### config.mk
export PLATFORM = sky130hd
export DESIGN_NAME = sdh_hyst
export DESIGN_NICKNAME = d
export VERILOG_FILES = /design/src/rtl/core/sdh_pkg.sv /design/src/rtl/core/sdh_hyst.sv
export SDC_FILE = /design/constraint.sdc
export NUM_CORES = 1
export LEC_CHECK = 0
export BUFFER_PORTS_ARGS = -buffer_cell sky130_fd_sc_hd__buf_2
export CORE_MARGIN = 2
export CORE_UTILIZATION = 45
export CTS_CLUSTER_DIAMETER = 50
export DETAILED_ROUTE_END_ITERATION = 10
export GPL_TIMING_DRIVEN = 0
export PLACE_DENSITY = 0.76
export SYNTH_ARGS = -nofsm -noshare
export SYNTH_HDL_FRONTEND = slang
export SYNTH_SLANG_ARGS = --single-unit
### constraint.sdc
create_clock -name i_clk -period 7.5 [get_ports i_clk]
set_clock_uncertainty 0.2 [all_clocks]
set_input_delay 1.875 -clock i_clk [delete_from_list [all_inputs] [get_ports i_clk]]
set_output_delay 1.875 -clock i_clk [all_outputs]
set_load 0.005 [all_outputs]
### src/rtl/core/sdh_pkg.sv
// sdh_pkg: shared types, widths and constants for the siren detector
// no dependencies; compiled first
package sdh_pkg;

    localparam int MAX_BATCH = 256;

    localparam int CNT_W  = $clog2(MAX_BATCH + 1);
    localparam int SUM_W  = $clog2(MAX_BATCH) + 16;
    localparam int DIV_W  = SUM_W;
    localparam int DVS_W  = CNT_W;
    localparam int DCNT_W = $clog2(DIV_W);

    localparam int CFG_IDX_W = 2;

    localparam logic [15:0] FREQ_LO   = 16'd500;
    localparam logic [15:0] FREQ_HI   = 16'd2000;
    localparam logic [15:0] FREQ_PEAK = 16'd1000;
    localparam logic [20:0] AMP20_MIN = 21'd98304;
    localparam logic [16:0] Q_ONE     = 17'd32768;
    localparam logic [15:0] RUN_MAX   = 16'hffff;
    localparam logic [CNT_W-1:0] BATCH_LIMIT = CNT_W'(MAX_BATCH);

    // 32768*s/1000 = 4096*s/125, taken as (s * FS_RCP) >> FS_RCP_SH, exact for s up to 1000
    localparam logic [22:0] FS_RCP    = 23'd4294968;
    localparam int          FS_RCP_SH = 17;
    // y/17 taken as (y * AS_RCP) >> AS_RCP_SH, exact for any 21-bit y
    localparam logic [21:0] AS_RCP    = 22'd3947581;
    localparam int          AS_RCP_SH = 26;

    localparam logic [15:0] THRESH_RST = 16'd16384;
    localparam logic [15:0] TRIG_RST   = 16'd3;
    localparam logic [15:0] CLEAR_RST  = 16'd3;

    localparam logic [CFG_IDX_W-1:0] CFG_THRESH = 2'd0;
    localparam logic [CFG_IDX_W-1:0] CFG_TRIG   = 2'd1;
    localparam logic [CFG_IDX_W-1:0] CFG_CLEAR  = 2'd2;

    typedef enum logic [3:0] {
        S_IDLE,
        S_FS,
        S_AS,
        S_ACC,
        S_CF_GO,
        S_CF_WAIT,
        S_JUDGE
    } t_state;

    typedef struct packed {
        logic             start;
        logic [DIV_W-1:0] dividend;
        logic [DVS_W-1:0] divisor;
    } t_div_req;

    typedef struct packed {
        logic             done;
        logic [DIV_W-1:0] quot;
    } t_div_rsp;

    typedef struct packed {
        logic        vld;
        logic [15:0] conf;
    } t_judge;

    typedef struct packed {
        logic [15:0] thresh;
        logic [15:0] trig;
        logic [15:0] clear;
    } t_cfg;

endpackage

### src/rtl/core/sdh_hyst.sv
// sdh_hyst: saturating high/low run counters and the detected flag
// depends on sdh_pkg (t_judge, t_cfg, RUN_MAX)
module sdh_hyst import sdh_pkg::*; (
    input  logic   i_clk,
    input  logic   i_rst_n,
    input  t_judge i_judge,
    input  t_cfg   i_cfg,
    output logic   o_flag_next
);

    logic [15:0] r_high_run, n_high_run;
    logic [15:0] r_low_run,  n_low_run;
    logic        r_present,  n_present;

    logic is_high;

    assign is_high = i_judge.conf >= i_cfg.thresh;

    always_comb begin
        n_high_run = r_high_run;
        n_low_run  = r_low_run;
        n_present  = r_present;
        if (i_judge.vld) begin
            if (is_high) begin
                n_high_run = (r_high_run != RUN_MAX) ? r_high_run + 16'd1 : r_high_run;
                n_low_run  = '0;
                if (n_high_run >= i_cfg.trig) begin
                    n_present = 1'b1;
                end
            end else begin
                n_low_run  = (r_low_run != RUN_MAX) ? r_low_run + 16'd1 : r_low_run;
                n_high_run = '0;
                if (n_low_run >= i_cfg.clear) begin
                    n_present = 1'b0;
                end
            end
        end
    end

    always_ff @(posedge i_clk) begin
        if (!i_rst_n) begin
            r_high_run <= '0;
            r_low_run  <= '0;
            r_present  <= 1'b0;
        end else begin
            r_high_run <= n_high_run;
            r_low_run  <= n_low_run;
            r_present  <= n_present;
        end
    end

    assign o_flag_next = n_present;

endmodule

=== Word level (Yosys, flattened, before mapping) ===
Index checks and enable logic that the tools add are counted.

* Muxes and demuxes: 8
* $add $sub $neg: 2
* Order comparisons: 3
* Equality and inequality tests: 2

{| class="wikitable"
|+ Operators with widths
! operator !! number
|-
| $mux W16 || 4
|-
| $ge A16 B16 Y1 || 3
|-
| $add A16 B1 Y16 const B || 2
|-
| $ne A16 B16 Y1 const B || 2
|-
| $mux W1 || 4
|}

* Input bits: 67
* Register bits: 33
* Output and inout bits: 1

=== Logic depth before layout (Yosys ltp) ===
Gate-level depths: netlist of the first run.

* Word-level depth: 6
* Depth in mapped cells: 14
* Depth with buffers taken out: 13

=== Worst setup path after synthesis of the first run ===
Ideal clock, no wire load.

* Path type: input to output
* Start: input port i_cfg[47] in the netlist's numbering
* End: output port o_flag_next
* Stages on the path: 9
* Arrival: 3.402 ns
* Data required time: 5.425 ns
* Setup slack: 2.023 ns
* Cell sequence: inv_1 -> ha_1 -> nand2_1 -> nor4_1 -> a31oi_1 -> nand2_1 -> buf_2 -> nand2_1 -> o21bai_1

* Cells in the longest elaborated chain, start to end: 3

{| class="wikitable"
|+ RTL lines
! element !! line !! RTL
|-
| start: declaration || sdh_hyst.sv:7 || <nowiki>input t_cfg i_cfg,</nowiki>
|-
| $ge A16 B16 Y1 || sdh_hyst.sv:17 || <nowiki>assign is_high = i_judge.conf >= i_cfg.thresh;</nowiki>
|-
| $mux W1 || sdh_hyst.sv:24 || <nowiki>if (is_high) begin</nowiki>
|-
| $mux W1 || sdh_hyst.sv:23 || <nowiki>if (i_judge.vld) begin</nowiki>
|-
| end: declaration || sdh_hyst.sv:8 || <nowiki>output logic o_flag_next</nowiki>
|}

No other way between the ends.

=== Worst setup path after layout of the first run ===
* Start: register r_low_run[0]
* End: output port o_flag_next

* Cells in the longest elaborated chain, start to end: 6
* Elaborated cells between the ends (all ways): 7
* Those cells by class: 1 x add/sub; 1 x order compare; 1 x eq/ne; 4 x mux

{| class="wikitable"
|+ RTL lines
! element !! line !! RTL
|-
| start: declaration || sdh_hyst.sv:12 || <nowiki>logic [15:0] r_low_run, n_low_run;</nowiki>
|-
| start signal: assignment || sdh_hyst.sv:47 || <nowiki>r_low_run <= n_low_run;</nowiki>
|-
| $add A16 B1 Y16 or $ne A16 B16 Y1 (tied branches) || sdh_hyst.sv:31 || <nowiki>n_low_run = (r_low_run != RUN_MAX) ? r_low_run + 16'd1 : r_low_run;</nowiki>
|-
| $mux W16 (*) || sdh_hyst.sv:31 ||
|-
| $ge A16 B16 Y1 (*) || sdh_hyst.sv:33 || <nowiki>if (n_low_run >= i_cfg.clear) begin</nowiki>
|-
| $mux W1 (*) || sdh_hyst.sv:33 ||
|-
| $mux W1 (*) || sdh_hyst.sv:24 ||
|-
| $mux W1 (*) || sdh_hyst.sv:23 ||
|}

Mark *: on every way between the ends. The rest lies on a longest branch, timed or not.

==> impl_results.md, run 1 <==
- Vias in the first global route: just under 3000
- Setup TNS: 0 ns
- Worst path required time: 5.43 ns
- Die height: 88.5 µm
- CP arrival: 4.13 ns
- PostCTS Resize Cnt: 0
- Synth area leader: dfxtp_1
- Multi-input gate area: 0.00227 mm²
- Synth area leaders: dfxtp_1 (21%), ha_1 (19%), inv_1 (6.9%), nand2_1 (3.9%), nand3_1 (3.6%)
- Slew margin rel.: 58.9%
- Port Buffers: 66
- Startpoint Class: flop
- Wirelength per Cell: 12.6 µm
- YS warnings: 0
- DR vias/cell: 5.41
- Kind of critical path: flop to output pin
- Crit end category: output pin
- Final worst path period share: 82.8%
- Pwr Density: 126 mW/mm²
- Xor and xnor area share after synthesis: 5.18%
- Worst Tran Pin Value: 0.613 ns
- Largest net degree at the start of global routing: 13
- Combinational family with the most area after synthesis: compound AO/OA/AOI/OAI gates
- Max-slew violation count: 0
- Die Wd: 88.5 µm
- Fmax: 0.161 GHz
- Synth top cells by count: inv_1 (59), ha_1 (50), dfxtp_1 (33), nand2_1 (33)
- Max Cap Violations: 0
- Clk_lat worst skew: 0.29 ns
- R2R depth: 12
- Net switching power: 127 µW
- Fin nets: 609
- Placed cell count: between 500 and 600
- Combinational share of power: 18.5%
- Worst VDD drop: 0.0751 mV
- Filler cells: 642
- Yosys reg bits: 33
- Final setup violation count: 0
- Main flop type after synthesis: dfxtp_1
- Register Area: 661 µm²
- CTS Buf Count: 5
- GP Congestion: roughly 0.84
- Clock sinks: 33
- Post-synth top area share: between 20% and 30%
- ANT nets after route: 0
- Post-route cell area: 0.00380 mm²
- Status: complete, no violations
- Crit Reg-Reg Startpoint: r_low_run[0]$_SDFFE_PN0P_
- Hold Violations, Final: 0
- Count leader, synth: inv_1
- Compound-Gate Fraction of Synth Area: 22.2%
- GRT overflow: 0
- Total number of vias: 3185
- Row count: 30
- CP Max Fanout: 7
- N_diodes: 0
- All-Layer GR Usage: 20.0%
- Layout cell share with drive strength beyond 1: 19.1%
- Worst Hold Launch: r_low_run[7]$_SDFFE_PN0P_
- # IOs: about 70
- Die area: 0.00783 mm²
- Internal: 354 µW
- First-pass GRT wire length: 12700 µm
- Post-synth EDFFs: 0
- DRC Markers: 0
- DRT Pass-1 Iters: 5
- Hold Crit Endpoint: r_low_run[7]$_SDFFE_PN0P_
- Clock root cell: clkbuf_8
- WL final: 7430 µm
- Reg clk slew, reported paths: 0.08 ns
- Worst R2R Setup Slack: 3.53 ns
- Mapped cell area: around 0.0032 mm²
- Layout Cells excl Fill: a little under 600
- Initial DRC count: 200
- WHS Path Cells: 1
- Dpl hpwl: between 5000 and 6000 µm
- Cell Area, Placed: 0.00366 mm²
- Adder-Cell Fraction of Synth Area: 19.5%
- H-tree depth: 2
- CTS tree: yes
- Leak: 1.90 nW
- Min cycle time layout: 6.21 ns
- Core ar.: around 0.0069 mm²
- Postcts setup bufs: 0
- Bufs on Longest Clock Path: 2
- Yosys cell types: 54
- RSZ-0062 raised after global routing: no
- Post-Synthesis Cells: 419
- Net Count, Synth: around 540
- Area delta synth->final: 18.3%
- Async SR Flop Fraction: 0%
- Seq pwr share: a little under two fifths
- Clock power share: between 40 and 50%
- Avg Inst Size Synth: 7.67 µm²
- Mux contribution to synthesized area: 1.83%
- Initial antenna violation count: 0
- Final core occ: 55.3%
- Switching Share: 26.4%
- Initial Util: 46.8%
- RR Endpoint: r_present$_SDFF_PN0_
- Simple-Gate Fraction of Synth Area: 21.9%
- Hold Crit Class: flop to flop
- Sequential fraction of the synthesis area: between 20 and 25%
- Post-CTS Hold Buffers: 0
-- registers in the layout (all words and copies together), names as in the netlist --
register	flops
r_present	1
r_low_run	16
r_high_run	16
-- logic make-up after synthesis --
family,after synthesis
flops,33
buf+inv,71
compound gates,106
fa+ha+maj,50
mux,5
simple gates,135
xor+xnor,19
-- layout make-up --
| type | instances | area share, % |
|---|---|---|
| Multi-Input combinational cell | 315 | 59.7 |
| Sequential cell | 33 | 17.4 |
| Timing Repair Buffer | 66 | 8.69 |
| Inverter | 59 | 5.83 |
| Tap cell | 96 | 3.16 |
| Clock buffer | 5 | 1.81 |
| Clock inverter | 3 | 1.81 |
| Buffer | 12 | 1.61 |
-- worst max-delay path, stage by stage, from the launching register on --
cell and delay [ns]:
dfxtp_1 0.48, ha_1 0.27, nand3_1 0.19, nor3_1 0.52, a21oi_1 0.26, and4_1 0.29, xor2_1 0.15, ha_1 0.30
nand2_1 0.06, or4_1 0.57, a21oi_1 0.21, o221ai_1 0.19, o21bai_1 0.21, buf_2 0.14
-- power groups by stage --
stage          clock [mW]  combinational, mW  sequential (mW)
2_1_floorplan           0             0.0557            0.186
3_5_place_dp            0             0.0890            0.187
6_report            0.209             0.0889            0.183
3_3_place_gp            0             0.0863            0.187
4_1_cts             0.211             0.0899            0.183
5_1_grt             0.217              0.103            0.183
-- how the worst max path moves through the flow --
stage / startpoint / end / slack [ns] / cells after the start
after floorplan: i_cfg[47] / o_flag_next / 2.02 / 9
after global placement: i_judge[0] / o_flag_next / 1.51 / 11
after detailed placement: i_judge[0] / o_flag_next / 1.50 / 11
after CTS: r_low_run[0]$_SDFFE_PN0P_ / o_flag_next / 1.33 / 13
after global routing: r_low_run[0]$_SDFFE_PN0P_ / o_flag_next / 0.92 / 13
final: r_low_run[0]$_SDFFE_PN0P_ / o_flag_next / 1.29 / 13
-- cell usage in the layout, fill, tap and decap left out, types with 6 or more instances in the layout --
cell / n
xnor2_1: 13
a21oi_1: 19
buf_2: 70
clkbuf_1: 6
dfxtp_1: 33
a31oi_1: 12
nor2_1: 23
xor2_1: 6
inv_1: 59
ha_1: 50
a21o_1: 8
nor3_1: 10
nand4_1: 9
nand2_1: 33
o21ai_0: 22
nand3_1: 23
a211oi_1: 6
a22o_1: 13
-- per-layer routing --
metal	track usage [%]	up-vias	share of wire [%]
li1	-	1649	-
met1	26.6	1439	48
met2	33.8	93	46
met3	3.26	4	5.3
met4	5.10	0	0.97
met5	0	-	0
-- through the flow --
stage          total power, mW  worst slack (ns)  hold WS (ns)
2_1_floorplan            0.241              2.02         0.286
3_3_place_gp             0.273              1.51         0.310
3_5_place_dp             0.276              1.50         0.320
4_1_cts                  0.484              1.33         0.348
5_1_grt                  0.504             0.923         0.367
6_report                 0.480              1.29         0.349
(Power assumes the default switching activity.)
==> run 2: changes to the inputs <==
--- a/config.mk
+++ b/config.mk
@@ -5,13 +5,14 @@
 export SDC_FILE = /design/constraint.sdc
 export NUM_CORES = 1
 export LEC_CHECK = 0
+export ABC_AREA = 1
 export BUFFER_PORTS_ARGS = -buffer_cell sky130_fd_sc_hd__buf_2
 export CORE_MARGIN = 2
 export CORE_UTILIZATION = 45
 export CTS_CLUSTER_DIAMETER = 50
 export DETAILED_ROUTE_END_ITERATION = 10
 export GPL_TIMING_DRIVEN = 0
-export PLACE_DENSITY = 0.76
+export PLACE_DENSITY = 0.78
 export SYNTH_ARGS = -nofsm -noshare
 export SYNTH_HDL_FRONTEND = slang
 export SYNTH_SLANG_ARGS = --single-unit
==> constraint.sdc (replaced) <==
create_clock -name i_clk -period 5.1 [get_ports i_clk]
set_clock_uncertainty 0.2 [all_clocks]
set_input_delay 1.275 -clock i_clk [delete_from_list [all_inputs] [get_ports i_clk]]
set_output_delay 1.275 -clock i_clk [all_outputs]
set_load 0.005 [all_outputs]
==> run 2 against run 1 <==
Count of clock-buffer cells in the layout is 2 higher. Core utilization is 0.96 points lower. Combinational power is 33% higher. Synthesized cell count is 28% higher. Die area is 6.3% higher. Sequential share of layout area is 0.72 points lower. Global-route usage is 0.80 points lower. Area after synthesis is 6.6% higher. Highest routed layer unchanged.
==> impl_results.md, run 2 <==
- Commonest cells after routing, fill and taps aside: nand2_1 (142), inv_1 (84), buf_2 (69), a21oi_1 (50), ha_1 (50)
- Max incr delay on CP: approximately 0.39 ns
- Switching Share: 28.7%
- Async SR Flop Fraction: 0%
- Dpl hpwl: between 6000 and 7000 µm
- Max Cap Violations: 0
- Final setup violation count: 0
- RR Endpoint: r_present$_SDFF_PN0_
- Fin nets: around 730
- Wirelength per Cell: approximately 11 µm
- Layout cell share with drive strength beyond 1: between 20% and 30%
- Max-slew violation count: 0
- Combinational share of power: between 20% and 30%
- Synth area leaders: dfxtp_1 (19%), ha_1 (18%), nand2_1 (16%), inv_1 (9.2%), a21oi_1 (7.3%)
- Synth area leader: dfxtp_1
- Setup TNS: 0 ns
- DRC Markers: 0
- Yosys reg bits: 33
- N_diodes: 0
- Setup WS post-layout: between 0.6 and 0.7 ns
- Worst R2R Setup Slack: 2.19 ns
- Status: complete, no violations
- Register Area: 661 µm²
- Post-Synthesis Cells: 538
- Yosys cell types: 27
- Initial antenna violation count: 0
- CTS tree: yes
- Net Count, Synth: between 600 and 700
- WL final: 7760 µm
- Pwr Density: 147 mW/mm²
- Slew margin rel.: 64.9%
- Crit Reg-Reg Startpoint: r_low_run[0]$_SDFFE_PN0P_
- Layout Cells excl Fill: just over 700
- Crit end category: output pin
- Largest net degree at the start of global routing: 11
- Kind of critical path: flop to output pin
- Mapped cell area: about 0.0034 mm²
- Fmax: 0.224 GHz
- Row count: 31
- Post-synth top area share: roughly a fifth
- Worst Tran Pin Value: 0.527 ns
- Multi-input gate area: 0.00236 mm²
- Clk_lat worst skew: ~0.29 ns
- CP Max Fanout: 4
- Worst path required time: 3.62 ns
- Placed cell count: 703
- Worst Setup EP: o_flag_next
- Clock sinks: 33
- Most frequent cell on the critical path: nand2_1
- Avg Inst Size Synth: 6.36 µm²
- DR vias/cell: 4.92
- Initial DRC count: about 190
- Die area: approximately 0.0083 mm²
- All-Layer GR Usage: 19.2%
- Initial Util: 46.9%
- Seq pwr share: 44.8%
- GP Congestion: 0.891
- Net switching power: between 150 and 200 µW
- ANT nets after route: 0
- Commonest non-fill, non-tap cell in the layout: nand2_1
- Die height: just over 90 µm
- Hold Violations, Final: 0
- Reg clk slew, reported paths: roughly 0.07 ns
- Pwr Total: 584 µW
- CP Cell Sequence: ha_1, nand2_1, inv_2, nand2_2, nor2_2, nand2_2, xor2_1, nand2_2, ha_1, nand2_1, inv_1, nand3_1, nor3_1, nand3_1, nand3_1, nand2_1, nand2_1, inv_1, buf_2
- Sequential fraction of the synthesis area: 19.3%
- CP max-delay cell: dfxtp_1
- Clock power share: between 30% and 40%
- Main flop type after synthesis: dfxtp_1
- # IOs: 68
- Hold Crit Class: flop to flop
- Total number of vias: ~3500
- RSZ-0062 raised after global routing: no
- Hold Worst Slack: 0.309 ns
- Bufs on Longest Clock Path: 2
- Synth top cells by count: nand2_1 (142), inv_1 (84), a21oi_1 (50), ha_1 (50), nor2_1 (46)
- Filler cells: 763
- Min cycle time layout: about 4.5 ns
- Vias in the first global route: between 3000 and 4000
- Area delta synth->final: 15.8%
- Internal: 417 µW
- R2R depth: 18
- DRT Pass-1 Iters: 5
- PostCTS Resize Cnt: 0
- Startpoint Class: flop
- Postcts setup bufs: 0
- Dpl ws: 0.858 ns
- Critical Path Start: r_low_run[0]$_SDFFE_PN0P_
- GRT overflow: 0
- Top Registers: r_high_run x16, r_low_run x16, r_present x1
- Worst VDD drop: 0.0688 mV
- Post-synth EDFFs: 0
- Port Buffers: 66
- Post-CTS Hold Buffers: 0
- Clock root cell: clkbuf_8
- First-pass GRT wire length: around 14000 µm
- Final worst path period share: 87.5%
- YS warnings: 0
- CTS Buf Count: 5
- Post-route cell area: 0.00396 mm²
- Leak: 2.10 nW
- Core ar.: 0.00729 mm²
- Count leader, synth: nand2_1
- Die Wd: roughly 91 µm
- CP arrival: 2.99 ns
- Cell Area, Placed: between 0.003 and 0.004 mm²
- Final core occ: 54.4%
- H-tree depth: 2
## run 2: cell types whose count changed after synthesis, sizes merged, moves of 12 or more
cell / before / now
a31oi: 12 / 0
nand3: 23 / 35
a21oi: 20 / 52
xor2: 6 / 18
nand2: 33 / 167
a22o: 13 / 0
inv: 59 / 88
nor2: 23 / 54
## run 2: how the worst min path moves through the flow
| stage | start | end | depth (start not counted) |
|---|---|---|---|
| 2_1_floorplan | r_low_run[15]$_SDFFE_PN0P_ | r_low_run[15]$_SDFFE_PN0P_ | 2 |
| 3_3_place_gp | r_high_run[15]$_SDFFE_PN0P_ | r_high_run[15]$_SDFFE_PN0P_ | 2 |
| 3_5_place_dp | r_high_run[14]$_SDFFE_PN0P_ | r_high_run[14]$_SDFFE_PN0P_ | 2 |
| 4_1_cts | r_high_run[14]$_SDFFE_PN0P_ | r_high_run[14]$_SDFFE_PN0P_ | 2 |
| 5_1_grt | r_high_run[5]$_SDFFE_PN0P_ | r_high_run[5]$_SDFFE_PN0P_ | 2 |
| 6_report | r_high_run[14]$_SDFFE_PN0P_ | r_high_run[14]$_SDFFE_PN0P_ | 2 |
## run 2: worst max-delay path, delay by kind of cell, from the launching register on
kind	cells	cell delay [ns]
xor gates and xnor gates	1	0.17
adders and majority gates	2	0.46
buffers and inverters	4	0.30
and+or+nand+nor	12	1.36
DFF	1	0.39
## run 2: metal layers
layer  global-route usage (%)  vias to the layer above  wire, µm  share of wire, %
met4                     6.44                        0       156               2.0
met1                     22.5                     1550      3400                44
met5                        0                        -         0                 0
met3                     2.99                       16       282               3.6
li1                         -                     1844         -                 -
met2                     35.3                       81      3920                50
## run 2: power groups by stage
stage          Clock, mW  Sequential (mW)  Combinational [mW]
2_1_floorplan          0            0.267              0.0734
3_3_place_gp           0            0.267               0.113
3_5_place_dp           0            0.267               0.119
4_1_cts            0.210            0.262               0.119
5_1_grt            0.220            0.262               0.138
6_report           0.205            0.262               0.118
## run 2: cells by family after synthesis
| logic type | Yosys count | share of synthesized area (%) |
|---|---|---|
| flops | 33 | 19.3 |
| xor+xnor | 22 | 5.63 |
| simple gates | 269 | 35.3 |
| fa+ha+maj | 50 | 18.3 |
| compound gates | 64 | 9.87 |
| buf+inv | 100 | 11.6 |
## run 2: final cells by class
class | instances | area share [%]
inverters | 88 | 8.33
clock buffers | 7 | 2.18
repair buffers | 66 | 8.33
flip-flops and latches | 33 | 16.7
well taps | 99 | 3.13
multi-input cells | 405 | 59.7
plain buffers | 12 | 1.70
==> run 3: changes to the inputs <==
--- a/config.mk
+++ b/config.mk
@@ -7,12 +7,14 @@
 export LEC_CHECK = 0
 export ABC_AREA = 1
 export BUFFER_PORTS_ARGS = -buffer_cell sky130_fd_sc_hd__buf_2
+export CELL_PAD_IN_SITES_DETAIL_PLACEMENT = 0
+export CELL_PAD_IN_SITES_GLOBAL_PLACEMENT = 1
 export CORE_MARGIN = 2
-export CORE_UTILIZATION = 45
+export CORE_UTILIZATION = 35
 export CTS_CLUSTER_DIAMETER = 50
 export DETAILED_ROUTE_END_ITERATION = 10
 export GPL_TIMING_DRIVEN = 0
-export PLACE_DENSITY = 0.78
+export PLACE_DENSITY = 0.85
 export SYNTH_ARGS = -nofsm -noshare
 export SYNTH_HDL_FRONTEND = slang
 export SYNTH_SLANG_ARGS = --single-unit
==> run 3 against run 2 <==
Critical path depth is 2 higher. Sequential power is essentially flat. Worst setup slack improved by 0.058 ns. Final area up 1.8%. Critical endpoint unchanged. Highest routed layer unchanged.
==> impl_results.md, run 3 (synthesized netlist as in run 2, its figures left out) <==
- Status: complete, no violations
- Pwr Total: 638 µW
- CTS Buf Count: 5
- N_diodes: 0
- Final core occ: 41.9%
- Fmax: 0.227 GHz
- Reg clk slew, reported paths: roughly 0.07 ns
- Net switching power: 169 µW
- Vias in the first global route: between 3000 and 4000
- Hold Crit Class: flop to flop
- Post-route cell area: roughly 0.0040 mm²
- Postcts setup bufs: 0
- Filler cells: approximately 1100
- GRT overflow: 0
- Seq pwr share: between 40% and 50%
- Kind of critical path: flop to output pin
- Setup WS post-layout: around 0.70 ns
- ANT nets after route: 0
- Final worst path period share: 86.3%
- Dpl hpwl: between 6000 and 7000 µm
- Combinational share of power: between 10% and 20%
- H-tree depth: 2
- RSZ-0062 raised after global routing: no
- Core ar.: 0.00964 mm²
- Max-slew violation count: 0
- CP Max Fanout: 10
- Dpl ws: 0.900 ns
- DRC Markers: 0
- CP arrival: 2.93 ns
- Row count: 36
- Register Area: approximately 660 µm²
- Port Buffers: 66
- Commonest cells after routing, fill and taps aside: nand2_1 (142), inv_1 (84), buf_2 (69), a21oi_1 (50), ha_1 (50)
- PostCTS Resize Cnt: 0
- Clock root cell: clkbuf_8
- Slew margin rel.: 65.3%
- DR vias/cell: 4.51
- Die Wd: 103 µm
- Min cycle time layout: 4.40 ns
- Worst VDD drop: 0.132 mV
- All-Layer GR Usage: 16.2%
- Switching Share: 26.5%
- Initial antenna violation count: 0
- Wirelength per Cell: 10.6 µm
- Top Registers: r_high_run x16, r_low_run x16, r_present x1
- Commonest non-fill, non-tap cell in the layout: nand2_1
- Worst path required time: 3.62 ns
- Leak: around 2.1 nW
- Multi-input gate area: around 0.0024 mm²
- Setup TNS: 0 ns
- Total number of vias: 3360
- Clock sinks: 33
- Internal: 469 µW
- Die area: between 0.01 and 0.015 mm²
- Clock power share: 40.5%
- R2R depth: 20
- Fin nets: 728
- CP Cell Sequence: ha_1, nand3_2, inv_2, nand2_2, nor2_4, inv_2, buf_6, nand2_2, ha_1, nand2_1, nor2_1, and2_1, nor2_1, nand2_1, nand2_1, nand2_1, nand3_1, nand2_1, nand2_1, inv_1, buf_2
- Max Cap Violations: 0
- Die height: 103 µm
- Worst Tran Pin Value: 0.521 ns
- Startpoint Class: flop
- CTS tree: yes
- Initial DRC count: 76
- Initial Util: a little over a third
- CP max-delay cell: dfxtp_1
- Pwr Density: between 150 and 200 mW/mm²
- # IOs: 68
- Bufs on Longest Clock Path: 2
- Largest net degree at the start of global routing: 11
- GP Congestion: 0.902
- Most frequent cell on the critical path: nand2_1
- Max incr delay on CP: 0.43 ns
- Cell Area, Placed: 0.00392 mm²
- Crit end category: output pin
- First-pass GRT wire length: approximately 14000 µm
- DRT Pass-1 Iters: 4
- Hold Violations, Final: 0
- Layout cell share with drive strength beyond 1: 20.4%
- WHS Path Cells: 2
- Post-CTS Hold Buffers: 0
- Clk_lat worst skew: between 0.2 and 0.3 ns
- WL final: 7910 µm
- Final setup violation count: 0
- Area delta synth->final: 17.9%
==> run 3: cell type report <==
class                      instances  area share, %
multi-input combinational        405           58.6
sequential                        33           16.4
timing repair buffer              66           8.18
inverter                          88           8.18
tap                              133           4.12
clock buffer                       7           2.14
buffer                            12           1.67
clock inverter                     1          0.744
==> run 3: per-stage QoR <==
step | std cells | hold slack, ns
finish | 745 | 0.296
global route | 745 | 0.312
CTS | 745 | 0.294
detailed placement | 737 | 0.284
global placement | 737 | 0.285
floorplan | 538 | 0.269
==> run 3: worst paths after layout <==
path	to	start	slack, ns
hold / removal	r_high_run[15]$_SDFFE_PN0P_	r_high_run[15]$_SDFFE_PN0P_	0.30
hold reg to reg	r_high_run[15]$_SDFFE_PN0P_	r_high_run[15]$_SDFFE_PN0P_	0.30
setup reg to reg	r_present$_SDFF_PN0_	r_high_run[0]$_SDFFE_PN0P_	2.25
setup / recovery	o_flag_next	r_high_run[0]$_SDFFE_PN0P_	0.70
==> run 3: worst max-delay path: cells and delay by family, from the launching register on <==
| kind | cells | cell delay, ns |
|---|---|---|
| flip-flops | 1 | 0.43 |
| buffers and inverters | 5 | 0.48 |
| AND/OR/NAND/NOR | 14 | 1.20 |
| adder cells (fa/ha/maj) | 2 | 0.52 |
==> run 3: layer usage <==
metal	vias to the layer above	global-route usage, %	wire [µm]
met2	53	30.1	3880
met5	-	0	0
met4	0	3.54	55
met1	1457	18.9	3730
met3	4	3.46	248
li1	1846	-	-
==> run 3: power groups by stage <==
stage | clock [mW] | sequential [mW] | combinational (mW)
floorplan | 0 | 0.267 | 0.0734
global placement | 0 | 0.267 | 0.115
detailed placement | 0 | 0.268 | 0.120
CTS | 0.266 | 0.262 | 0.120
global route | 0.278 | 0.262 | 0.139
finish | 0.258 | 0.262 | 0.118
