$ cat src/rtl/core/sdh_pkg.sv
// sdh_pkg: shared types, widths and constants for the siren detector
// no dependencies; compiled first
package sdh_pkg;

    localparam int MAX_BATCH = 256;

    localparam int CNT_W  = $clog2(MAX_BATCH + 1);
    localparam int SUM_W  = $clog2(MAX_BATCH) + 16;
    localparam int DIV_W  = SUM_W;
    localparam int DVS_W  = CNT_W;
    localparam int DCNT_W = $clog2(DIV_W);

    localparam int CFG_IDX_W = 2;

    localparam logic [15:0] FREQ_LO   = 16'd500;
    localparam logic [15:0] FREQ_HI   = 16'd2000;
    localparam logic [15:0] FREQ_PEAK = 16'd1000;
    localparam logic [20:0] AMP20_MIN = 21'd98304;
    localparam logic [16:0] Q_ONE     = 17'd32768;
    localparam logic [15:0] RUN_MAX   = 16'hffff;
    localparam logic [CNT_W-1:0] BATCH_LIMIT = CNT_W'(MAX_BATCH);

    // 32768*s/1000 = 4096*s/125, taken as (s * FS_RCP) >> FS_RCP_SH, exact for s up to 1000
    localparam logic [22:0] FS_RCP    = 23'd4294968;
    localparam int          FS_RCP_SH = 17;
    // y/17 taken as (y * AS_RCP) >> AS_RCP_SH, exact for any 21-bit y
    localparam logic [21:0] AS_RCP    = 22'd3947581;
    localparam int          AS_RCP_SH = 26;

    localparam logic [15:0] THRESH_RST = 16'd16384;
    localparam logic [15:0] TRIG_RST   = 16'd3;
    localparam logic [15:0] CLEAR_RST  = 16'd3;

    localparam logic [CFG_IDX_W-1:0] CFG_THRESH = 2'd0;
    localparam logic [CFG_IDX_W-1:0] CFG_TRIG   = 2'd1;
    localparam logic [CFG_IDX_W-1:0] CFG_CLEAR  = 2'd2;

    typedef enum logic [3:0] {
        S_IDLE,
        S_FS,
        S_AS,
        S_ACC,
        S_CF_GO,
        S_CF_WAIT,
        S_JUDGE
    } t_state;

    typedef struct packed {
        logic             start;
        logic [DIV_W-1:0] dividend;
        logic [DVS_W-1:0] divisor;
    } t_div_req;

    typedef struct packed {
        logic             done;
        logic [DIV_W-1:0] quot;
    } t_div_rsp;

    typedef struct packed {
        logic        vld;
        logic [15:0] conf;
    } t_judge;

    typedef struct packed {
        logic [15:0] thresh;
        logic [15:0] trig;
        logic [15:0] clear;
    } t_cfg;

endpackage

$ cat src/rtl/core/sdh_if.sv
// sdh_if: sample, result and config channel interfaces
// depends on sdh_pkg for the config index width
interface sdh_sample_if;
    logic        valid;
    logic        ready;
    logic [15:0] frequency;
    logic [15:0] amplitude;
    logic        last_in_batch;
    logic        empty_tick;

    modport source (output valid, frequency, amplitude, last_in_batch, empty_tick,
                    input ready);
    modport sink   (input valid, frequency, amplitude, last_in_batch, empty_tick,
                    output ready);
endinterface


$ cat src/rtl/core/sdh_seq.sv
// sdh_seq: per-sample sequencer; scores samples, sums the batch and
// drives the divider; depends on sdh_pkg and sdh_sample_if
module sdh_seq import sdh_pkg::*; (
    input  logic         i_clk,
    input  logic         i_rst_n,
    sdh_sample_if.sink   i_sample,
    output t_div_req     o_div_req,
    input  t_div_rsp     i_div_rsp,
    input  logic         i_out_free,
    output t_judge       o_judge
);

    t_state r_state, n_state;

    logic [15:0]      r_freq, n_freq;
    logic [15:0]      r_amp,  n_amp;
    logic             r_last, n_last;
    logic [15:0]      r_fs,   n_fs;
    logic [15:0]      r_as,   n_as;
    logic [15:0]      r_conf, n_conf;
    logic [SUM_W-1:0] r_sum,  n_sum;
    logic [CNT_W-1:0] r_cnt,  n_cnt;

    logic        accept;
    logic [20:0] in_amp20;
    logic        in_qual;
    logic        room;
    logic [20:0] amp20;
    logic [15:0] dev;
    logic [9:0]  fs_span;
    logic [32:0] fs_prod;
    logic [20:0] as_num;
    logic [42:0] as_prod;
    logic [16:0] as_quo;
    logic [16:0] score2;

    assign accept   = i_sample.valid && i_sample.ready;
    assign in_amp20 = {1'b0, i_sample.amplitude, 4'b0} + {3'b0, i_sample.amplitude, 2'b0};
    assign in_qual  = (i_sample.frequency >= FREQ_LO) && (i_sample.frequency <= FREQ_HI)
                   && (in_amp20 >= AMP20_MIN);
    assign room     = r_cnt < BATCH_LIMIT;

    // latched sample is known to be in band here: deviation stays within 1000
    assign amp20   = {1'b0, r_amp, 4'b0} + {3'b0, r_amp, 2'b0};
    assign dev     = (r_freq >= FREQ_PEAK) ? r_freq - FREQ_PEAK : FREQ_PEAK - r_freq;
    assign fs_span = 10'(FREQ_PEAK - dev);
    assign fs_prod = 33'(fs_span) * 33'(FS_RCP);
    assign as_num  = amp20 - AMP20_MIN;
    assign as_prod = 43'(as_num) * 43'(AS_RCP);
    assign as_quo  = as_prod[AS_RCP_SH +: 17];
    assign score2  = {1'b0, r_fs} + {1'b0, r_as};

    assign i_sample.ready = (r_state == S_IDLE);

    // next state
    always_comb begin
        n_state = r_state;
        case (r_state)
            S_IDLE: begin
                if (accept) begin
                    if (i_sample.empty_tick) begin
                        n_state = S_JUDGE;
                    end else if (room && in_qual) begin
                        n_state = S_FS;
                    end else if (i_sample.last_in_batch) begin
                        n_state = S_CF_GO;
                    end
                end
            end
            S_FS:      n_state = S_AS;
            S_AS:      n_state = S_ACC;
            S_ACC:     n_state = r_last ? S_CF_GO : S_IDLE;
            S_CF_GO:   n_state = S_CF_WAIT;
            S_CF_WAIT: if (i_div_rsp.done) n_state = S_JUDGE;
            S_JUDGE:   if (i_out_free) n_state = S_IDLE;
            default:   n_state = S_IDLE;
        endcase
    end

    // outputs and datapath
    always_comb begin
        n_freq = r_freq;
        n_amp  = r_amp;
        n_last = r_last;
        n_fs   = r_fs;
        n_as   = r_as;
        n_conf = r_conf;
        n_sum  = r_sum;
        n_cnt  = r_cnt;
        o_div_req = '0;
        o_judge   = '0;
        case (r_state)
            S_IDLE: begin
                if (accept) begin
                    n_freq = i_sample.frequency;
                    n_amp  = i_sample.amplitude;
                    n_last = i_sample.last_in_batch;
                    if (i_sample.empty_tick) begin
                        n_sum  = '0;
                        n_cnt  = '0;
                        n_conf = '0;
                    end else if (room && !in_qual) begin
                        // zero score still counts toward the batch
                        n_cnt = r_cnt + 1'b1;
                    end
                end
            end
            S_FS: begin
                n_fs = fs_prod[FS_RCP_SH +: 16];
            end
            S_AS: begin
                n_as = (as_quo > Q_ONE) ? Q_ONE[15:0] : as_quo[15:0];
            end
            S_ACC: begin
                n_sum = r_sum + SUM_W'(score2[16:1]);
                n_cnt = r_cnt + 1'b1;
            end
            S_CF_GO: begin
                o_div_req.start    = 1'b1;
                o_div_req.dividend = DIV_W'(r_sum);
                o_div_req.divisor  = DVS_W'(r_cnt);
            end
            S_CF_WAIT: begin
                if (i_div_rsp.done) n_conf = i_div_rsp.quot[15:0];
            end
            S_JUDGE: begin
                if (i_out_free) begin
                    o_judge.vld = 1'b1;
                    n_sum       = '0;
                    n_cnt       = '0;
                end
                o_judge.conf = r_conf;
            end
            default: begin
                n_sum = r_sum;
            end
        endcase
    end

    always_ff @(posedge i_clk) begin
        if (!i_rst_n) begin
            r_state <= S_IDLE;
            r_sum   <= '0;
            r_cnt   <= '0;
        end else begin
            r_state <= n_state;
            r_sum   <= n_sum;
            r_cnt   <= n_cnt;
        end
    end

    always_ff @(posedge i_clk) begin
        r_freq <= n_freq;
        r_amp  <= n_amp;
        r_last <= n_last;
        r_fs   <= n_fs;
        r_as   <= n_as;
        r_conf <= n_conf;
    end

endmodule

$ cat src/flat_wrapper.sv
// flat-port wrapper written by rule: the top's interface ports become plain ports
module sdh_seq_flat import sdh_pkg::*;
  (i_clk, i_rst_n, o_div_req, i_div_rsp, i_out_free, o_judge, i_sample_valid, i_sample_frequency, i_sample_amplitude, i_sample_last_in_batch, i_sample_empty_tick, i_sample_ready);
  sdh_sample_if i_sample_i ();
  input  logic i_clk;
  input  logic i_rst_n;
  output t_div_req o_div_req;
  input  t_div_rsp i_div_rsp;
  input  logic i_out_free;
  output t_judge o_judge;
  input wire logic [$bits(i_sample_i.valid)-1:0] i_sample_valid;
  input wire logic [$bits(i_sample_i.frequency)-1:0] i_sample_frequency;
  input wire logic [$bits(i_sample_i.amplitude)-1:0] i_sample_amplitude;
  input wire logic [$bits(i_sample_i.last_in_batch)-1:0] i_sample_last_in_batch;
  input wire logic [$bits(i_sample_i.empty_tick)-1:0] i_sample_empty_tick;
  output wire logic [$bits(i_sample_i.ready)-1:0] i_sample_ready;
  assign i_sample_i.valid = i_sample_valid;
  assign i_sample_i.frequency = i_sample_frequency;
  assign i_sample_i.amplitude = i_sample_amplitude;
  assign i_sample_i.last_in_batch = i_sample_last_in_batch;
  assign i_sample_i.empty_tick = i_sample_empty_tick;
  assign i_sample_ready = i_sample_i.ready;
  sdh_seq u_core (.i_clk(i_clk), .i_rst_n(i_rst_n), .i_sample(i_sample_i), .o_div_req(o_div_req), .i_div_rsp(i_div_rsp), .i_out_free(i_out_free), .o_judge(o_judge));
endmodule
$ cat config.mk
export PLATFORM = sky130hd
export DESIGN_NAME = sdh_seq_flat
export DESIGN_NICKNAME = d
export VERILOG_FILES = /design/src/rtl/core/sdh_pkg.sv /design/src/rtl/core/sdh_if.sv /design/src/rtl/core/sdh_seq.sv /design/src/flat_wrapper.sv
export SDC_FILE = /design/constraint.sdc
export NUM_CORES = 1
export LEC_CHECK = 0
export ABC_AREA = 1
export BUFFER_PORTS_ARGS = -buffer_cell sky130_fd_sc_hd__buf_2
export CORE_MARGIN = 4
export CORE_UTILIZATION = 64
export CTS_CLUSTER_DIAMETER = 30
export DETAILED_ROUTE_END_ITERATION = 8
export PLACE_DENSITY = 0.83
export SYNTH_ARGS = -nofsm -noshare
export SYNTH_HDL_FRONTEND = slang
export SYNTH_SLANG_ARGS = --single-unit
$ cat constraint.sdc
create_clock -name i_clk -period 10.8 [get_ports i_clk]
set_input_delay 0 -clock i_clk [delete_from_list [all_inputs] [get_ports i_clk]]
set_output_delay 0 -clock i_clk [all_outputs]
set_load 0.05 [all_outputs]
# After elaboration in Yosys (flattened, before gate mapping)
# Index checks and enable logic that the tools add are counted.
# word_totals
register_bits,118
in_bits,63
out_inout_bits,52
elab_cells,77
# classes
add_sub_neg,9
n_mul,2
order_cmp,6
n_eq_ne,12
n_mux,25
reduce_logical,14
# op_table
cell,count
$mux W24,3
$pmux W24 S3,1
$mux W16,3
$mul A21 B22 Y43 const B,1
$add A20 B18 Y21,2
$mux W9,4
$mux W34,1
$pmux W16 S2,1
$mul A10 B20 Y30 const B,1
$pmux W4 S7,1
$pmux W9 S3,1
$add A24 B16 Y24,1
$mux W4,6
$ge A21 B17 Y1 const B,1
$sub A21 B17 Y21 const B,1
$sub A10 B10 Y10 const A,2
$add A16 B16 Y17,1
$gt A17 B16 Y1 const B,1
$mux W17,1
$ge A16 B10 Y1 const B,1
$ge A16 B9 Y1 const B,1
$le A16 B11 Y1 const B,1
$reduce_and A4 Y1,4
$eq A4 B3 Y1 const B,3
other kinds (17),25

# Longest topological paths before layout
# Gate-level depths: netlist (run 1).
# depth
ltp_word,9
depth_mapped,46

# Least setup slack after synthesis (run 1)
# Ideal clock, no wire load.
# synth_path
kind,flip-flop to flip-flop
start,register u_core.r_amp[1]
end,register u_core.r_as[10] (data pin)
arrival_time_ns,7.850
t_required_ns,10.539
path_slack_ns,2.690
stages_incl_launch_ff,40
n_path_buf,2
synth_period_minus_slack_ns,8.110
path_cell_list,edfxtp_1 -> ha_1 -> ha_1 -> inv_1 -> fa_1 -> o21ai_1 -> nand2_1 -> nand2_1 -> a21oi_1 -> o21ai_1 -> nand2_1 -> nand2_1 -> nand2_1 -> nand2_1 -> xnor2_1 -> fa_1 -> inv_1 -> fa_1 -> (+4 left out) -> fa_1 -> inv_1 -> fa_1 -> ha_1 -> ha_1 -> nand2_1 -> nor2_1 -> nand2_1 -> inv_1 -> nand4_1 -> nand3_1 -> nand4_1 -> nand2_1 -> xor2_1 -> nand2b_1 -> clkbuf_1 -> buf_2 -> a21oi_1
# synth_between
elab_chain_len,4
# synth_rtl
item,line,text
"start, declared",sdh_seq.sv:16,"logic [15:0] r_amp, n_amp;"
"start signal, assigned",sdh_seq.sv:154,r_amp <= n_amp;
$add A20 B18 Y21 (*),sdh_seq.sv:44,"assign amp20 = {1'b0, r_amp, 4'b0} + {3'b0, r_amp, 2'b0};"
$sub A21 B17 Y21 (*),sdh_seq.sv:48,assign as_num = amp20 - AMP20_MIN;
$mul A21 B22 Y43 (*),sdh_seq.sv:49,assign as_prod = 43'(as_num) * 43'(AS_RCP);
$gt A17 B16 Y1,sdh_seq.sv:112,n_as = (as_quo > Q_ONE) ? Q_ONE[15:0] : as_quo[15:0];
"end signal, assigned",sdh_seq.sv:157,r_as <= n_as;
"end, declared",sdh_seq.sv:19,"logic [15:0] r_as, n_as;"
# Mark *: on every way between the ends. The rest lies on a longest branch, timed or not.
# A chain may end at the register's enable or synchronous reset.

# Worst setup path in the final report (run 1)
# layout_path
start,register u_core.r_amp[5]
end,register u_core.r_as[1] (data pin)
# The elaborated chain is that of the path after synthesis.

==> impl_summary.txt, run 1 <==
----------------------------------------------------
[Worst setup path]
  Cell with the most instances on the worst path ... nand2_1
  Startpoint class of the critical path ... flip-flop
  Worst-path cell with the longest stage delay ... fa_1
  Worst setup path category ... reg2reg
  Category of the worst setup path capture point ... flip-flop
  Arrival time reported for the critical path endpoint ... slightly above 9 ns
  CP peak stage delay ... roughly 0.65 ns
  Critical Path Fanout Max ... 15
  Required time worst endpoint ... 11.06 ns

[Synth]
  Yosys cell types ... 46
  Number of enable-type register cells in the synthesized netlist ... between 80 and 90
  Flip-flop and latch count after synthesis ... around 120
  Post-Synthesis Cells ... approximately 2,500
  Most frequently used flop master after synthesis ... edfxtp_1
  Proportion of synthesized chip area in sequential cells ... 17.0%
  Net Count, Synth ... ~3,000
  Mean instance size in the synthesized netlist ... 7.57 um^2
  Asr flop ratio synth ... 0%
  Total of warnings raised by yosys ... 0
  Post-synthesis instance area ... between 15,000 and 20,000 um^2

[Global route]
  Maximum number of pins on one net before global-route repair ... 34
  Wire length of the first global-routing pass ... ~75,000 um
  Total track usage ... between 20 and 30%
  Number of antenna violations at the first check in global routing ... 0
  Aggregate global routing overflow ... 0
  Via count of the first global-routing pass ... 16,500

[Timing]
  Tcrit/Tclk final ... about 84%
  Final number of max-transition violations ... 0
  RSZ-0062 raised after global routing ... no
  Max Fclk ... about 0.11 GHz
  Accumulated negative setup slack ... 0 ns
  Setup Viol. Count Final ... 0
  Post-layout minimum cycle time ... approximately 9.0 ns
  Worst slew slack as a fraction of its limit ... 17.3%
  Worst Clk Skew ... around 0.016 ns
  Hold violation total from the final report ... 0
  Least-Margin Pin Slew ... 1.24 ns

[Layout]
  Nets ... 3,183
  Leading cell type in the layout, fill and taps excluded ... inv_1
  Layout area overhead ... 11.3%
  Non-Filler Instances ... ~3,000
  Leading cell types in the layout, fill and taps excluded ... inv_1, nand2_1, ha_1, nor2_1, a21oi_1
  Layout cell share with drive strength beyond 1 ... under 10%
  Number of inserted filler cells in the final layout ... between 2,000 and 2,500
  Number of inserted diodes ... 0

[Floorplanning]
  Core Rows ... 62
  Die height ... 178 um
  Full die area ... ~32,000 um^2
  Top Ports ... roughly 120
  Initial Util ... about 65%
  Floorplan Core Area ... 28,700 um^2
  Die Wd ... between 150 and 200 um

[CTS]
  H-tree depth reported by CTS ... 4
  Clock buffer count from CTS ... 17
  CTS tree ... built
  Clock latency on the worst-skew pair ... ~0.45 ns
  Resize count post-CTS ... 0
  Number of sinks handled by clock tree synthesis ... 117
  Clock transition at the registers of the reported paths ... 0.07 ns
  Clock root buffer master ... clkbuf_16
  Max clock buf depth ... 2

[Route]
  Post-route ant nets ... 0
  DR iter-0 viols ... around 1,200
  Number of vias in the routed layout ... roughly 16,000
  Detailed Routing Iterations Pass 1 ... 6
  DR vias/cell ... between 5 and 6
  Overall routed net length ... roughly 45,000 um
  Post-detailed-route DRC marker count ... 0
  Post-detailed-route wirelength per cell ... between 10 and 15 um

[Place]
  Number of placed cells counting well taps ... a little under 3,000
  GPL Wtd Cong ... 0.950
  Number of buffers inserted by port buffering ... 106
  DP HPWL ... 36,500 um

[Status]
  Result of the run ... finished, final reports clean

[Min path]
  Hold Path Class ... in2reg

[Flow run]
  Max Cap Viol ... 0

----------------------------------------------------
synthesized netlist by cell type, types with 6 or more instances:
library cell / n / area share, %
nor2_1: 234 / 4.7
nand3_1: 83 / 2.2
nand2_1: 450 / 9.1
o21ai_0: 66 / 1.8
or2_2: 8 / 0.27
o21a_1: 6 / 0.24
nand3b_1: 8 / 0.32
a31oi_1: 6 / 0.20
o21bai_1: 11 / 0.44
ha_1: 355 / 24
inv_2: 14 / 0.28
o21ai_1: 11 / 0.30
inv_1: 599 / 12
nor3_1: 30 / 0.81
edfxtp_1: 81 / 13
nand4_1: 18 / 0.61
a21boi_0: 6 / 0.24
dfxtp_1: 36 / 3.9
xor2_1: 43 / 2.0
clkbuf_1: 8 / 0.16
a21oi_1: 159 / 4.3
xnor2_1: 23 / 1.1
fa_1: 148 / 16
nor4_1: 7 / 0.24
a21o_1: 6 / 0.24
routing by layer:
layer | wire [um] | up-vias | part of all wire, % | track usage [%]
li1 | - | 8016 | - | -
met1 | 19400 | 7495 | 43 | 37.9
met2 | 21200 | 515 | 48 | 49.5
met3 | 2570 | 111 | 5.7 | 4.79
met4 | 1540 | 0 | 3.5 | 11.1
met5 | 0 | - | 0 | 0
registers in the layout, summed over array words and instances, names as in the netlist:
name	cells
u_core.r_cnt	9
u_core.r_sum	24
u_core.r_last	1
u_core.r_state	3
u_core.r_freq	16
u_core.r_amp	16
u_core.r_fs	16
u_core.r_conf	16
u_core.r_as	16
worst max-delay path: cells and delay by family, from the launching register on:
| family | cells | cell delay [ns] |
|---|---|---|
| buffers and inverters | 7 | 0.59 |
| adder cells (fa/ha/maj) | 10 | 4.57 |
| AND/OR/NAND/NOR | 15 | 1.93 |
| AO/OA/AOI/OAI | 5 | 1.10 |
| flip-flops | 1 | 0.40 |
| XOR/XNOR | 1 | 0.25 |
area by class of cell:
class	count	area, um^2	share of cell area [%]
clock buffer	21	504	2.44
multi-input combinational	1705	13100	63.2
timing repair buffer	162	1080	5.24
clock inverter	11	85.1	0.412
sequential	117	3150	15.3
tap	384	480	2.33
inverter	614	2300	11.2
final timing paths:
check	startpoint	end	slack (ns)	depth (start not counted)
worst min register to register	u_core.r_sum[0]	u_core.r_sum[0]	0.49	2
worst max register to register	u_core.r_amp[5]	u_core.r_as[1]	1.76	38
worst min-delay path	i_sample_valid	u_core.r_last	0.15	3
worst max-delay path	u_core.r_amp[5]	u_core.r_as[1]	1.76	38
kinds of logic after synthesis:
group                    count (synthesis)  share of synthesized area [%]
AO/OA/AOI/OAI                          286                           8.37
XOR/XNOR                                67                           3.20
adder cells (fa/ha/maj)                503                           39.9
AND/OR/NAND/NOR                        849                           18.8
buffers and inverters                  631                           12.8
flip-flops                             117                           17.0
timing repair:
action	CTS	global route
buffers inserted	0	0
hold buffers	53	0
endpoints found under the hold margin	60	0
through the flow:
stage | setup WS [ns] | hold slack (ns) | util [%] | instance area (um^2)
after floorplan | 2.69 | 0.0989 | - | 18600
after global placement | 2.00 | 0.187 | 68.1 | 19500
after detailed placement | 1.82 | 0.192 | 68.1 | 19500
after CTS | 1.76 | 0.141 | 72.0 | 20700
after global routing | 1.04 | 0.181 | 72.0 | 20700
final | 1.76 | 0.147 | 72.0 | 20700
Power of run 1 is left out: the tool's default activity adds up to more than one toggle a clock period on the data nets, which glitch-free logic cannot reach.
==> run 2, diff against run 1 <==
--- a/config.mk
+++ b/config.mk
@@ -5,13 +5,13 @@
 export SDC_FILE = /design/constraint.sdc
 export NUM_CORES = 1
 export LEC_CHECK = 0
-export ABC_AREA = 1
+export ABC_AREA = 0
 export BUFFER_PORTS_ARGS = -buffer_cell sky130_fd_sc_hd__buf_2
 export CORE_MARGIN = 4
-export CORE_UTILIZATION = 64
+export CORE_UTILIZATION = 57
 export CTS_CLUSTER_DIAMETER = 30
 export DETAILED_ROUTE_END_ITERATION = 8
-export PLACE_DENSITY = 0.83
+export PLACE_DENSITY = 0.79
 export SYNTH_ARGS = -nofsm -noshare
 export SYNTH_HDL_FRONTEND = slang
 export SYNTH_SLANG_ARGS = --single-unit
==> constraint.sdc (replaced) <==
create_clock -name i_clk -period 8.28 [get_ports i_clk]
set_input_delay 0 -clock i_clk [delete_from_list [all_inputs] [get_ports i_clk]]
set_output_delay 0 -clock i_clk [all_outputs]
set_load 0.05 [all_outputs]
==> run 2 against run 1 <==
The run now ends with setup timing left. Sequential share of layout area is 0.33 points lower. Worst setup slack worse by 2.6 ns. Hold slack worse by 0.093 ns. Critical path depth is 4 lower. Non-clock buffer count is 210 higher. Synthesized cell count is 26% lower. Via count is 12% lower. First-iteration DRC count is 38% lower. Largest cell class unchanged. Die area is 2.4% higher. Critical path type unchanged. Clock skew is 0.0031 ns higher. Maximum frequency is 1.1% lower.
==> impl_summary.txt, run 2 <==
----------------------------------------------------
[Synth]
  Library cell with the highest instance count after synthesis ... inv_1
  Asr flop ratio synth ... 0% (unchanged)
  Fraction of synthesized cell area taken by the top area cell type ... 26.2% (+2.3 points)
  Most frequently used flop master after synthesis ... edfxtp_1
  Leading post-synthesis cells by instance count ... inv_1, ha_1, fa_1, nor2_1, edfxtp_1
  Post-synthesis instance area ... 17,000 um^2 (-8.7%)
  Mean instance size in the synthesized netlist ... 9.30 um^2 (+23%)
  Yosys cell types ... 66 (+43%)
  Area contributors post-synth ... ha_1, fa_1, edfxtp_1, inv_1, dfxtp_1
  Proportion of synthesized chip area in sequential cells ... 18.6% (+1.6 points)
  Net Count, Synth ... 2,388 (-21%)
  Post-Synthesis Cells ... 1,822 (-26%)
  Flip-flop and latch count after synthesis ... 117 (unchanged)
  Number of enable-type register cells in the synthesized netlist ... 81 (unchanged)
  Total of warnings raised by yosys ... 0 (unchanged)
  Leading area contributor after synthesis ... ha_1

[Status]
  Result of the run ... complete, but fails checks
  Failing checks ... setup timing

[Timing]
  Least-Margin Pin Slew ... 1.13 ns (-0.107 ns)
  Setup ws final ... -0.864 ns (-2.62 ns)
  Max Fclk ... 0.109 GHz (-1.1%)
  Tcrit/Tclk final ... 110% (+27 points)
  Final number of max-transition violations ... 0 (unchanged)
  Setup Viol. Count Final ... 16 (+16)
  Worst Clk Skew ... 0.0189 ns (+0.00314 ns)
  Post-layout minimum cycle time ... 9.14 ns (+0.101 ns)
  Accumulated negative setup slack ... -11.36 ns (-11.36 ns)
  RSZ-0062 raised after global routing ... yes
  Hold violation total from the final report ... 0 (unchanged)
  Worst slew slack as a fraction of its limit ... 24.6% (+7.3 points)

[Layout]
  Final instance area ... 21,100 um^2 (+2.2%)
  Largest register FFs ... 24 (unchanged)
  Biggest register ... u_core.r_sum
  Nets ... 2,756 (-13%)
  Non-Filler Instances ... 2,587 (-14%)
  Number of inserted diodes ... 0 (unchanged)
  Utilization after layout ... 72.8% (+0.82 points)
  Leading cell types in the layout, fill and taps excluded ... inv_1, ha_1, buf_4, fa_1, buf_2
  Layout area overhead ... 24.6%
  Leading cell type in the layout, fill and taps excluded ... inv_1
  Layout cell share with drive strength beyond 1 ... 20.6% (+14 points)

[Route]
  DR vias/cell ... 5.49 (+2.6%)
  DR iter-0 viols ... 729 (-38%)
  Detailed Routing Iterations Pass 1 ... 5 (-1)
  Number of vias in the routed layout ... 14,200 (-12%)
  Post-detailed-route DRC marker count ... 0 (unchanged)
  Overall routed net length ... 42,400 um (-5.2%)
  Post-detailed-route wirelength per cell ... 16.4 um (+10%)
  Post-route ant nets ... 0 (unchanged)

[CTS]
  Max clock buf depth ... 2 (unchanged)
  H-tree depth reported by CTS ... 4 (unchanged)
  Number of sinks handled by clock tree synthesis ... 117 (unchanged)
  Clock buffer count from CTS ... 17 (unchanged)
  Clock transition at the registers of the reported paths ... 0.07 ns (about the same)
  Clock root buffer master ... clkbuf_16
  Clock latency on the worst-skew pair ... 0.44 ns (about the same)
  CTS tree ... built

[Floorplanning]
  Top Ports ... 115 (unchanged)
  Floorplan Core Area ... 29,000 um^2 (+1.1%)
  Die Wd ... 180 um (+1.2%)
  Initial Util ... 58.4% (-6.3 points)
  Full die area ... 32,600 um^2 (+2.4%)
  Core Rows ... 62 (unchanged)
  Die height ... 180 um (+1.2%)

[Place]
  Number of placed cells counting well taps ... 2,471 (-16%)
  Cell area after placement ... 19,500 um^2 (-0.36%)
  DP HPWL ... 32,500 um (-11%)
  GPL Wtd Cong ... 0.989 (+4.0%)
  Number of buffers inserted by port buffering ... 106 (unchanged)

[Worst setup path]
  Worst setup path category ... reg2reg
  Startpoint class of the critical path ... flip-flop
  Worst-path cell with the longest stage delay ... or4_4
  Critical Path Fanout Max ... 4 (-11)
  Arrival time reported for the critical path endpoint ... 9.41 ns (+0.10 ns)
  Category of cells accounting for the largest share of critical-path delay ... adder cells
  Required time worst endpoint ... 8.55 ns (-2.51 ns)
  Count of buffer and inverter cells on the critical path ... 4 (-3)
  Cell with the most instances on the worst path ... fa_1
  CP peak stage delay ... 0.58 ns (-0.07 ns)
  Category of the worst setup path capture point ... flip-flop

[Global route]
  Aggregate global routing overflow ... 0 (unchanged)
  Maximum number of pins on one net before global-route repair ... 34 (unchanged)
  Wire length of the first global-routing pass ... 69,700 um (-7.4%)
  Via count of the first global-routing pass ... 14,800 (-9.9%)
  Number of antenna violations at the first check in global routing ... 0 (unchanged)
  Total track usage ... 25.6% (-3.7 points)

[Min path]
  Hold Path Class ... in2reg

[Flow run]
  Max Cap Viol ... 0 (unchanged)

----------------------------------------------------
-- run 2: changes by cell type after synthesis, moves of 13 or more --
| cell | change |
|---|---|
| nand2_1 | -381 |
| inv_1 | -225 |
| nor2_1 | -136 |
| a21oi_1 | -80 |
| and2_1 | +76 |
| nand3_1 | -42 |
| xnor2_1 | +37 |
| nor2b_1 | +17 |
| and3_1 | +15 |
| a21o_1 | +14 |
| clkbuf_1 | +14 |
| inv_2 | -14 |
| a22oi_1 | +13 |
-- run 2: metrics by stage --
step,hold WS (ns),worst slack (ns)
after global routing,0.0912,-1.22
final,0.0542,-0.864
after CTS,0.0273,-0.785
after global placement,0.188,-0.603
after floorplan,0.0989,-0.383
after detailed placement,0.192,-0.894
-- run 2: layer usage --
layer  track usage, %  routed length (um)
met2             45.2               20800
met3             4.60                2450
met1             31.4               17700
met5                0                   0
met4             9.50                1470
-- run 2: worst paths after layout --
path,from,to,slack [ns],depth (start not counted)
setup / recovery,u_core.r_amp[2],u_core.r_as[0],-0.86,34
hold / removal,i_sample_empty_tick,u_core.r_state[1],0.05,5
setup reg to reg,u_core.r_amp[2],u_core.r_as[0],-0.86,34
hold reg to reg,u_core.r_sum[2],u_core.r_sum[2],0.49,2
-- run 2: logic make-up after synthesis --
logic type	share of synthesized area, %
AND/OR/NAND/NOR	12.8
buffers and inverters	8.86
adder cells (fa/ha/maj)	43.7
flip-flops	18.6
multiplexers	0.362
XOR/XNOR	4.80
AO/OA/AOI/OAI	10.9
-- run 2: cell type report --
class | count | area (um^2)
timing repair buffer | 372 | 2680
clock inverter | 15 | 163
tap | 384 | 480
fill | 1917 | 7890
inverter | 375 | 1410
sequential | 117 | 3150
clock buffer | 17 | 425
multi-input combinational | 1307 | 12800
-- run 2: tightest hold or removal path: stages --
cell       delay [ns]
buf_2            0.15
nor2_1           0.09
a21oi_1          0.04
nor2_1           0.08
a2111oi_0        0.06
-- run 2: repair_timing --
action	in CTS	in global routing
hold endpoints to repair	51	0
setup buffers	25	9
endpoints found under the setup margin	16	23
gates resized for setup	18	41
hold buffers	51	0
pin swaps	9	16
Power of run 2 is left out for the same reason.
